[config.mk]
export PLATFORM = sky130hd
export DESIGN_NAME = anchored_color_gradient
export DESIGN_NICKNAME = d
export VERILOG_FILES = /design/src/hw/rtl/acg_pkg.sv /design/src/hw/rtl/acg_table.sv /design/src/hw/rtl/acg_lerp.sv /design/src/hw/rtl/anchored_color_gradient.sv
export SDC_FILE = /design/constraint.sdc
export NUM_CORES = 2
export LEC_CHECK = 0
export BUFFER_PORTS_ARGS = -buffer_cell sky130_fd_sc_hd__buf_2
export CAP_MARGIN = 10
export CORE_ASPECT_RATIO = 1.1
export CORE_UTILIZATION = 62
export CTS_CLUSTER_SIZE = 30
export DETAILED_ROUTE_END_ITERATION = 7
export PLACE_DENSITY = 0.76
export SETUP_SLACK_MARGIN = 0.15
export SLEW_MARGIN = 20
export SYNTH_ARGS = -nofsm -noshare
export SYNTH_HDL_FRONTEND = slang
export SYNTH_HIERARCHICAL = 1
export SYNTH_SLANG_ARGS = --single-unit
[constraint.sdc]
create_clock -name clk -period 11.2 [get_ports clk]
set_input_delay 1.12 -clock clk [delete_from_list [all_inputs] [get_ports clk]]
set_output_delay 1.12 -clock clk [all_outputs]
set_load 0.02 [all_outputs]
[src/hw/rtl/acg_pkg.sv]
// ----------------------------------------------------------------------------
// acg_pkg: shared types and constants of the anchored color gradient
// Anchor table size, request and status codes, and the beat and
// inter-module struct types.
// ----------------------------------------------------------------------------
package acg_pkg;

	localparam int MAX_ANCHORS = 16;
	localparam int IDX_W       = $clog2(MAX_ANCHORS);
	localparam int CNT_W       = $clog2(MAX_ANCHORS + 1);

	// request kinds
	localparam logic REQ_STORE = 1'b0;
	localparam logic REQ_QUERY = 1'b1;

	// result status codes
	localparam logic [1:0] ST_COLOR  = 2'd0;
	localparam logic [1:0] ST_RANGE  = 2'd1;
	localparam logic [1:0] ST_STORED = 2'd2;
	localparam logic [1:0] ST_FULL   = 2'd3;

	typedef struct packed {
		logic              req_type;
		logic signed [15:0] position;
		logic [7:0]        red_in;
		logic [7:0]        green_in;
		logic [7:0]        blue_in;
	} req_t;

	typedef struct packed {
		logic [1:0] status;
		logic [7:0] red_out;
		logic [7:0] green_out;
		logic [7:0] blue_out;
	} rsp_t;

	typedef struct packed {
		logic signed [15:0] key;
		logic [23:0]        color;
	} entry_t;

	typedef struct packed {
		logic             en;
		logic [IDX_W-1:0] addr;
		entry_t           entry;
	} tbl_wr_t;

	typedef struct packed {
		logic        start;
		logic [23:0] c0;
		logic [23:0] c1;
		logic [15:0] num;
		logic [15:0] den;
	} lerp_cmd_t;

	typedef struct packed {
		logic        done;
		logic [23:0] rgb;
	} lerp_rsp_t;

endpackage

[src/hw/rtl/acg_table.sv]
// ----------------------------------------------------------------------------
// acg_table: anchor storage
// One write port and one registered read port over the sorted anchor table.
// ----------------------------------------------------------------------------
module acg_table (
	input  logic                      clk,
	input  acg_pkg::tbl_wr_t          wr,
	input  logic [acg_pkg::IDX_W-1:0] rd_addr,
	output acg_pkg::entry_t           rd
);

	acg_pkg::entry_t mem_q [acg_pkg::MAX_ANCHORS];
	acg_pkg::entry_t rd_q;

	always_ff @(posedge clk) begin
		if (wr.en) begin
			mem_q[wr.addr] <= wr.entry;
		end
		rd_q <= mem_q[rd_addr];
	end

	assign rd = rd_q;

endmodule

[src/hw/rtl/acg_lerp.sv]
// ----------------------------------------------------------------------------
// acg_lerp: serial channel interpolator
// One multiplier and one restoring divide step, reused for red, green, blue.
// ----------------------------------------------------------------------------
module acg_lerp (
	input  logic               clk,
	input  logic               arst_n,
	input  acg_pkg::lerp_cmd_t cmd,
	output acg_pkg::lerp_rsp_t rsp
);

	localparam logic [1:0] L_IDLE = 2'd0;
	localparam logic [1:0] L_MUL  = 2'd1;
	localparam logic [1:0] L_DIV  = 2'd2;
	localparam logic [1:0] L_FIN  = 2'd3;

	localparam logic [1:0] CH_RED   = 2'd0;
	localparam logic [1:0] CH_GREEN = 2'd1;
	localparam logic [1:0] CH_BLUE  = 2'd2;

	logic [1:0]  state_q;
	logic [1:0]  ch_q;
	logic [2:0]  cnt_q;
	logic        done_q;
	logic [23:0] c0_q, c1_q, rgb_q;
	logic [15:0] num_q, den_q;
	logic [23:0] rem_q, dsh_q;
	logic [7:0]  base_q, quo_q;
	logic        neg_q;

	logic [7:0]  base, nxt, mag;
	logic [8:0]  diff;
	logic        ge;
	logic [9:0]  sum;
	logic [7:0]  clamped;

	function automatic logic [7:0] chan(input logic [23:0] color, input logic [1:0] ch);
		logic [7:0] v;
		case (ch)
			CH_RED:   v = color[23:16];
			CH_GREEN: v = color[15:8];
			default:  v = color[7:0];
		endcase
		return v;
	endfunction

	always_comb begin
		base = chan(c0_q, ch_q);
		nxt  = chan(c1_q, ch_q);
		diff = {1'b0, nxt} - {1'b0, base};
		mag  = diff[8] ? 8'(-diff) : diff[7:0];
		ge   = (rem_q >= dsh_q);
		sum  = neg_q ? ({2'b00, base_q} - {2'b00, quo_q}) : ({2'b00, base_q} + {2'b00, quo_q});
		if (sum[9]) begin
			clamped = 8'd0;
		end else if (sum[8]) begin
			clamped = 8'd255;
		end else begin
			clamped = sum[7:0];
		end
	end

	// sequencer
	always_ff @(posedge clk or negedge arst_n) begin
		if (!arst_n) begin
			state_q <= L_IDLE;
			ch_q    <= CH_RED;
			cnt_q   <= '0;
			done_q  <= 1'b0;
		end else begin
			done_q <= 1'b0;
			unique case (state_q)
				L_IDLE: begin
					if (cmd.start) begin
						ch_q    <= CH_RED;
						state_q <= L_MUL;
					end
				end
				L_MUL: begin
					cnt_q   <= 3'd7;
					state_q <= L_DIV;
				end
				L_DIV: begin
					cnt_q <= cnt_q - 3'd1;
					if (cnt_q == 3'd0) begin
						state_q <= L_FIN;
					end
				end
				L_FIN: begin
					if (ch_q == CH_BLUE) begin
						done_q  <= 1'b1;
						state_q <= L_IDLE;
					end else begin
						ch_q    <= ch_q + 2'd1;
						state_q <= L_MUL;
					end
				end
				default: state_q <= L_IDLE;
			endcase
		end
	end

	// datapath
	always_ff @(posedge clk) begin
		case (state_q)
			L_IDLE: begin
				if (cmd.start) begin
					c0_q  <= cmd.c0;
					c1_q  <= cmd.c1;
					num_q <= cmd.num;
					den_q <= cmd.den;
				end
			end
			L_MUL: begin
				base_q <= base;
				neg_q  <= diff[8];
				rem_q  <= 24'(mag) * 24'(num_q);
				dsh_q  <= {1'b0, den_q, 7'b0};
				quo_q  <= '0;
			end
			L_DIV: begin
				if (ge) begin
					rem_q <= rem_q - dsh_q;
				end
				quo_q <= {quo_q[6:0], ge};
				dsh_q <= dsh_q >> 1;
			end
			default: begin
				case (ch_q)
					CH_RED:   rgb_q[23:16] <= clamped;
					CH_GREEN: rgb_q[15:8]  <= clamped;
					default:  rgb_q[7:0]   <= clamped;
				endcase
			end
		endcase
	end

	assign rsp.done = done_q;
	assign rsp.rgb  = rgb_q;

endmodule

[src/hw/rtl/anchored_color_gradient.sv]
// ----------------------------------------------------------------------------
// anchored_color_gradient: piecewise linear color ramp over sorted anchors
// Stores keyed RGB anchors and answers color queries by interpolation.
// ----------------------------------------------------------------------------
// Usage:
//   req channel (req_valid / req_stall / req) carries one request beat: a
//   store of an anchor (key plus color) or a color query at a position.
//   rsp channel (rsp_valid / rsp_stall / rsp) returns exactly one beat per
//   request: status plus the red, green and blue result (zero unless the
//   status says the color is valid).
//   One request is worked at a time; req_stall stays high from acceptance
//   until the result has been moved into the output register; the sequencer
//   is then idle again, and the next request can be taken.
//   Steps from the accepting edge; the scan reads one anchor per cycle:
//     store: scan until the key is found or passed (an equal key is
//            overwritten in place), else full check, moving the anchors
//            above the slot up one place, top first, then write and hand-off.
//     query: scan plus hand-off; a hit segment adds a pass through the
//            shared interpolator (per channel: one multiply, eight divide
//            steps, one clamp).
//   The output register holds a finished beat while rsp_stall is high; the
//   sequencer then waits in its final state and holds the next result.
//   Reset empties the table (anchor count zero); stored entries need no
//   clearing, since only the first count entries are ever used.
// ----------------------------------------------------------------------------
module anchored_color_gradient (
	input  logic          clk,
	input  logic          arst_n,
	input  logic          req_valid,
	output logic          req_stall,
	input  acg_pkg::req_t req,
	output logic          rsp_valid,
	input  logic          rsp_stall,
	output acg_pkg::rsp_t rsp
);

	localparam int IW = acg_pkg::IDX_W;
	localparam int CW = acg_pkg::CNT_W;

	// sequencer states
	localparam logic [2:0] S_IDLE  = 3'd0;
	localparam logic [2:0] S_SCAN  = 3'd1;
	localparam logic [2:0] S_INS   = 3'd2;
	localparam logic [2:0] S_SHIFT = 3'd3;
	localparam logic [2:0] S_PUT   = 3'd4;
	localparam logic [2:0] S_LERP  = 3'd5;
	localparam logic [2:0] S_DONE  = 3'd6;

	// control state
	logic [2:0]    state_q, state_d;
	logic [IW-1:0] idx_q, idx_d;
	logic [IW-1:0] sh_q, sh_d;
	logic [CW-1:0] at_q, at_d;
	logic [CW-1:0] count_q, count_d;
	logic          rsp_valid_q;

	// request payload and working values
	logic               type_q;
	logic signed [15:0] pos_q;
	logic [23:0]        color_q;
	logic signed [15:0] prev_key_q, prev_key_d;
	logic [23:0]        prev_color_q, prev_color_d;
	acg_pkg::rsp_t      res_q, res_d;
	acg_pkg::rsp_t      rsp_q;

	// table and interpolator ports
	acg_pkg::tbl_wr_t   wr;
	logic [IW-1:0]      rd_addr;
	acg_pkg::entry_t    rd;
	acg_pkg::lerp_cmd_t lcmd;
	acg_pkg::lerp_rsp_t lrsp;

	logic signed [15:0] rd_key;
	logic [23:0]        rd_color;
	logic [CW-1:0]      last_idx;
	logic               is_last;
	logic               load_item;
	logic               out_free;

	acg_table u_table (
		.clk     (clk),
		.wr      (wr),
		.rd_addr (rd_addr),
		.rd      (rd)
	);

	acg_lerp u_lerp (
		.clk    (clk),
		.arst_n (arst_n),
		.cmd    (lcmd),
		.rsp    (lrsp)
	);

	assign rd_key   = rd.key;
	assign rd_color = rd.color;
	assign last_idx = count_q - CW'(1);
	assign is_last  = (CW'(idx_q) == last_idx);
	assign out_free = !rsp_valid_q || !rsp_stall;

	// Take a new request only when the sequencer is idle.
	assign req_stall = (state_q != S_IDLE);

	always_comb begin
		state_d      = state_q;
		idx_d        = idx_q;
		sh_d         = sh_q;
		at_d         = at_q;
		count_d      = count_q;
		prev_key_d   = prev_key_q;
		prev_color_d = prev_color_q;
		res_d        = res_q;
		rd_addr      = '0;
		wr           = '0;
		lcmd         = '0;
		load_item    = 1'b0;

		unique case (state_q)
			S_IDLE: begin
				if (req_valid) begin
					load_item = 1'b1;
					idx_d     = '0;
					res_d     = '0;
					if (count_q != '0) begin
						// fetch the first anchor and start the scan
						state_d = S_SCAN;
					end else if (req.req_type == acg_pkg::REQ_STORE) begin
						at_d    = '0;
						state_d = S_INS;
					end else begin
						res_d.status = acg_pkg::ST_RANGE;
						state_d      = S_DONE;
					end
				end
			end

			S_SCAN: begin
				if (type_q == acg_pkg::REQ_STORE) begin
					if (rd_key == pos_q) begin
						// equal key: overwrite the color in place
						wr.en          = 1'b1;
						wr.addr        = idx_q;
						wr.entry.key   = rd_key;
						wr.entry.color = color_q;
						res_d.status   = acg_pkg::ST_STORED;
						state_d        = S_DONE;
					end else if (rd_key > pos_q) begin
						at_d    = CW'(idx_q);
						state_d = S_INS;
					end else if (is_last) begin
						at_d    = count_q;
						state_d = S_INS;
					end else begin
						idx_d   = idx_q + IW'(1);
						rd_addr = idx_q + IW'(1);
					end
				end else begin
					if (idx_q == '0 && pos_q < rd_key) begin
						res_d.status = acg_pkg::ST_RANGE;
						state_d      = S_DONE;
					end else if (idx_q == '0 && pos_q == rd_key) begin
						// query right on the first anchor: its own color
						res_d.status    = acg_pkg::ST_COLOR;
						res_d.red_out   = rd_color[23:16];
						res_d.green_out = rd_color[15:8];
						res_d.blue_out  = rd_color[7:0];
						state_d         = S_DONE;
					end else if (idx_q != '0 && rd_key >= pos_q) begin
						// first segment that encloses the position
						lcmd.start = 1'b1;
						lcmd.c0    = prev_color_q;
						lcmd.c1    = rd_color;
						lcmd.num   = 16'(pos_q - prev_key_q);
						lcmd.den   = 16'(rd_key - prev_key_q);
						state_d    = S_LERP;
					end else if (is_last) begin
						res_d.status = acg_pkg::ST_RANGE;
						state_d      = S_DONE;
					end else begin
						prev_key_d   = rd_key;
						prev_color_d = rd_color;
						idx_d        = idx_q + IW'(1);
						rd_addr      = idx_q + IW'(1);
					end
				end
			end

			S_INS: begin
				if (count_q == CW'(acg_pkg::MAX_ANCHORS)) begin
					res_d.status = acg_pkg::ST_FULL;
					state_d      = S_DONE;
				end else if (at_q == count_q) begin
					state_d = S_PUT;
				end else begin
					// open a slot: move the tail up one place, top first
					rd_addr = IW'(last_idx);
					sh_d    = IW'(count_q);
					state_d = S_SHIFT;
				end
			end

			S_SHIFT: begin
				wr.en    = 1'b1;
				wr.addr  = sh_q;
				wr.entry = rd;
				if (CW'(sh_q) == at_q + CW'(1)) begin
					state_d = S_PUT;
				end else begin
					sh_d    = sh_q - IW'(1);
					rd_addr = sh_q - IW'(2);
				end
			end

			S_PUT: begin
				wr.en          = 1'b1;
				wr.addr        = IW'(at_q);
				wr.entry.key   = pos_q;
				wr.entry.color = color_q;
				count_d        = count_q + CW'(1);
				res_d.status   = acg_pkg::ST_STORED;
				state_d        = S_DONE;
			end

			S_LERP: begin
				if (lrsp.done) begin
					res_d.status    = acg_pkg::ST_COLOR;
					res_d.red_out   = lrsp.rgb[23:16];
					res_d.green_out = lrsp.rgb[15:8];
					res_d.blue_out  = lrsp.rgb[7:0];
					state_d         = S_DONE;
				end
			end

			S_DONE: begin
				// hold until the output register can take the beat
				if (out_free) begin
					state_d = S_IDLE;
				end
			end

			default: state_d = S_IDLE;
		endcase
	end

	always_ff @(posedge clk or negedge arst_n) begin
		if (!arst_n) begin
			state_q     <= S_IDLE;
			idx_q       <= '0;
			sh_q        <= '0;
			at_q        <= '0;
			count_q     <= '0;
			rsp_valid_q <= 1'b0;
		end else begin
			state_q <= state_d;
			idx_q   <= idx_d;
			sh_q    <= sh_d;
			at_q    <= at_d;
			count_q <= count_d;
			if (state_q == S_DONE && out_free) begin
				rsp_valid_q <= 1'b1;
			end else if (!rsp_stall) begin
				rsp_valid_q <= 1'b0;
			end
		end
	end

	always_ff @(posedge clk) begin
		if (load_item) begin
			type_q  <= req.req_type;
			pos_q   <= req.position;
			color_q <= {req.red_in, req.green_in, req.blue_in};
		end
		prev_key_q   <= prev_key_d;
		prev_color_q <= prev_color_d;
		res_q        <= res_d;
		if (state_q == S_DONE && out_free) begin
			rsp_q <= res_q;
		end
	end

	assign rsp_valid = rsp_valid_q;
	assign rsp       = rsp_q;

	// The table never holds more anchors than it has room for.
	assert property (@(posedge clk) disable iff (!arst_n)
		count_q <= CW'(acg_pkg::MAX_ANCHORS))
		else $error("anchor count exceeds table size");

	// A result beat appears only after the sequencer reached its final state.
	assert property (@(posedge clk) disable iff (!arst_n)
		$rose(rsp_valid_q) |-> $past(state_q) == S_DONE)
		else $error("result beat without a finished request");

	// The interpolator reports only while the sequencer waits for it.
	assert property (@(posedge clk) disable iff (!arst_n)
		lrsp.done |-> state_q == S_LERP)
		else $error("interpolator finished outside a query");

	// The anchor count changes only when a new anchor is placed.
	assert property (@(posedge clk) disable iff (!arst_n)
		count_q != $past(count_q) |-> $past(state_q) == S_PUT)
		else $error("anchor count changed outside an insert");

endmodule
==> flow_summary.json <==
{
  "tritoncts": "done",
  "cpMostUsedCell": "fa_1",
  "synth_top_cell_area_share_pct": 60.1,
  "path_max_fanout": 18,
  "synth_area_leader_cell": "edfxtp_1",
  "io_buffer_count": 72,
  "grt_busiest_layer": "met2",
  "numCtsBuffers": 96,
  "rsz0062_at_grt": "no",
  "clk_latency_ns": 0.68,
  "r2r-start": "u_lerp/ch_q[0]",
  "grt_use_met2_pct": 49.1,
  "worstReg2RegEnd": "u_lerp/rem_q[20]",
  "ys_types": 92,
  "rows": 105,
  "grt_max_degree": 161,
  "vias": 27000,
  "synthTopCellsByArea": "edfxtp_1, mux4_2, ha_1",
  "cts.sinks": 1011,
  "post_cts_buffers": 0,
  "cts_resized": 0,
  "grtUsageMet3_pct": 4.47,
  "hold_depth": 0,
  "crit_path_start": "u_lerp/ch_q[0]",
  "grt_pass1_vias": 27800,
  "postCtsHoldBufs": 0,
  "ys_warn_count": 6,
  "htree_num_levels": 3,
  "hp-class": "register to register",
  "fillers": 4733,
  "cp.required_ns": 11.57,
  "cp-start-kind": "register",
  "max_freq_mhz": 112,
  "path_clk_slew_ns": 0.06,
  "cp_top_family": "adder cells",
  "period_needed_ns": 8.96,
  "critPathSlowestCell": "nor2_1",
  "die_y_um": 291,
  "synth.avg_cell_area_um2": 15.6,
  "syn_area_mm2": 0.0470,
  "cpPeakStageDelay_ns": 0.80,
  "cts_max_path_buffers": 3,
  "dr.pass1.iters": 6,
  "r2r_slack_ns": 2.24,
  "clock-root-buffer": "clkbuf_16",
  "ys.flop_type": "edfxtp_1",
  "maxSlewHeadroom_pct": 21.8,
  "start_util_pct": 62.8,
  "worstHoldStart": "res_q[15]",
  "rr_worst_depth": 28,
  "diodes": 0,
  "ys_ff_latch": 1011,
  "fin_setup_tns_ns": 0,
  "grtUsageMet1_pct": 37.2,
  "areaGrowthSynthToFinish_pct": 10.2,
  "hpwl_mm": 62.9,
  "synth-async-reset-ratio_pct": 2.97,
  "synthCells": 3012,
  "die_area_mm2": 0.0769,
  "drcViolationCount": 0,
  "drv_cap": 0,
  "min_to": "rsp[15]",
  "slew_viol_final": 0,
  "gr-total-overflow": 0,
  "skew_ns": 0.0547,
  "io_pins": 73,
  "setup_viol": 0,
  "synth_enable_flop_cells": 941,
  "crit_type": "register to register",
  "track_usage_pct": 28.7,
  "arrival_ns": 9.32,
  "fin_crit_sh_pct": 80.0,
  "finalWeightedCongestion": 0.941,
  "final_hold_viol_count": 0,
  "worst_pin_slew_ns": 1.17,
  "drive_above_1_share_pct": 14.6,
  "cp.buffers_inverters": 4,
  "avgViaCountPerCell": 6.52,
  "grt_pass1_wl_mm": 165,
  "routed_wl_mm": 109,
  "core-area_mm2": 0.0748,
  "antenna_found_initial": 2,
  "layout.nets": 3385,
  "drt_iter0_markers": 2724,
  "synth_nets": 3304,
  "die_width_um": 264,
  "antenna_left": 0,
  "endpoint_kind": "register",
  "ys_seq_area_share_pct": 63.4,
  "wire_per_inst_um": 26.3,
  "status": "complete, no violations"
}
## cell usage in the layout, fill, tap and decap left out, types with 15 or more instances in the layout
cell / instances
o21bai_1: 15
bufinv_16: 16
ha_1: 156
buf_2: 72
mux4_1: 60
nor2_1: 89
clkbuf_1: 27
a22oi_1: 94
xnor2_1: 57
dfrtp_1: 30
a21o_1: 37
a31oi_1: 16
a22o_1: 76
nand2b_1: 38
fa_1: 90
inv_1: 228
o21a_1: 17
nor2b_1: 44
and3_1: 55
and2_1: 58
mux2_2: 20
o21ai_0: 59
nor3_1: 27
mux4_2: 100
nand2_1: 148
clkbuf_16: 97
buf_4: 35
dfxtp_1: 40
a21oi_1: 105
nand3_1: 33
edfxtp_1: 941
xor2_1: 28
## cell type report
class                   instances  area, um^2  share of cell area [%]
multi-input cells            1646       15800                    30.6
clock inverters                48         773                    1.49
well taps                     963        1200                    2.33
repair buffers                108         643                    1.24
inverters                     230         863                    1.67
flip-flops and latches       1011       29800                    57.6
clock buffers                 132        2640                    5.10
## registers in the layout, summed over array words and instances (netlist names), 16 cells and up
signal and count:
u_lerp/c0_q 24, rsp 26, u_lerp/dsh_q 23, pos_q 16
u_lerp/rem_q 24, u_lerp/c1_q 24, u_table/mem_q 640, u_lerp/den_q 16
prev_color_q 24, color_q 24, res_q 26, prev_key_q 16
u_lerp/num_q 16, u_table/rd 40, u_lerp/rgb_q 24
## layer usage
metal	vias to the layer above	wire length [um]
li1	11700	-
met1	13700	41100
met2	1320	55000
met3	272	8800
met4	0	4030
met5	-	0
## how the worst max path moves through the flow
| stage | endpoint | slack [ns] | cells past startpoint |
|---|---|---|---|
| after global routing | u_lerp/rem_q[20] | 1.79 | 28 |
| after CTS | u_lerp/rem_q[20] | 2.34 | 28 |
| after global placement | u_lerp/rem_q[20] | 2.43 | 29 |
| final | u_lerp/rem_q[20] | 2.24 | 28 |
| after floorplan | u_lerp/rem_q[17] | 3.45 | 31 |
| after detailed placement | u_lerp/rem_q[20] | 2.43 | 28 |
## Yosys cell counts, types with 55 or more instances
master / count
a22o_1: 76
mux4_1: 60
a22oi_1: 94
edfxtp_1: 941
fa_1: 90
mux4_2: 100
nor2_1: 105
ha_1: 157
and2_1: 62
a21oi_1: 106
and3_1: 55
xnor2_1: 60
clkbuf_1: 72
inv_1: 229
nand2_1: 148
o21ai_0: 59
## cells by family (layout without fill, tap and decap cells)
family / count (synthesis) / after routing / synth area share [%]
flops: 1011 / 1011 / 63.4
buf+inv: 355 / 518 / 3.37
mux: 189 / 189 / 8.82
xor+xnor: 89 / 89 / 1.69
simple gates: 596 / 596 / 6.75
compound gates: 525 / 525 / 7.91
fa+ha+maj: 247 / 247 / 8.02
## worst register-to-register path, delay by kind of cell, from the launching register on
| family | cells | cell delay [ns] |
|---|---|---|
| compound gates | 8 | 1.62 |
| xor+xnor | 2 | 0.57 |
| fa+ha+maj | 8 | 3.67 |
| buf+inv | 4 | 0.42 |
| flops | 1 | 0.43 |
| simple gates | 6 | 1.95 |
## stage by stage
stage               setup slack [ns]  utilization, %  hold WS (ns)  instance area [um^2]  cells
finish                          2.24            69.2         0.419                 51800   4138
global route                    1.79            69.2         0.430                 51800   4138
CTS                             2.34            69.2         0.423                 51800   4138
detailed placement              2.43            64.7         0.405                 48300   3958
global placement                2.43            64.6         0.405                 48300   3958
floorplan                       3.45               -         0.400                 47000   3012
Power is left out: the tool's default activity adds up to more than one toggle a clock period on the data nets, which glitch-free logic cannot reach.
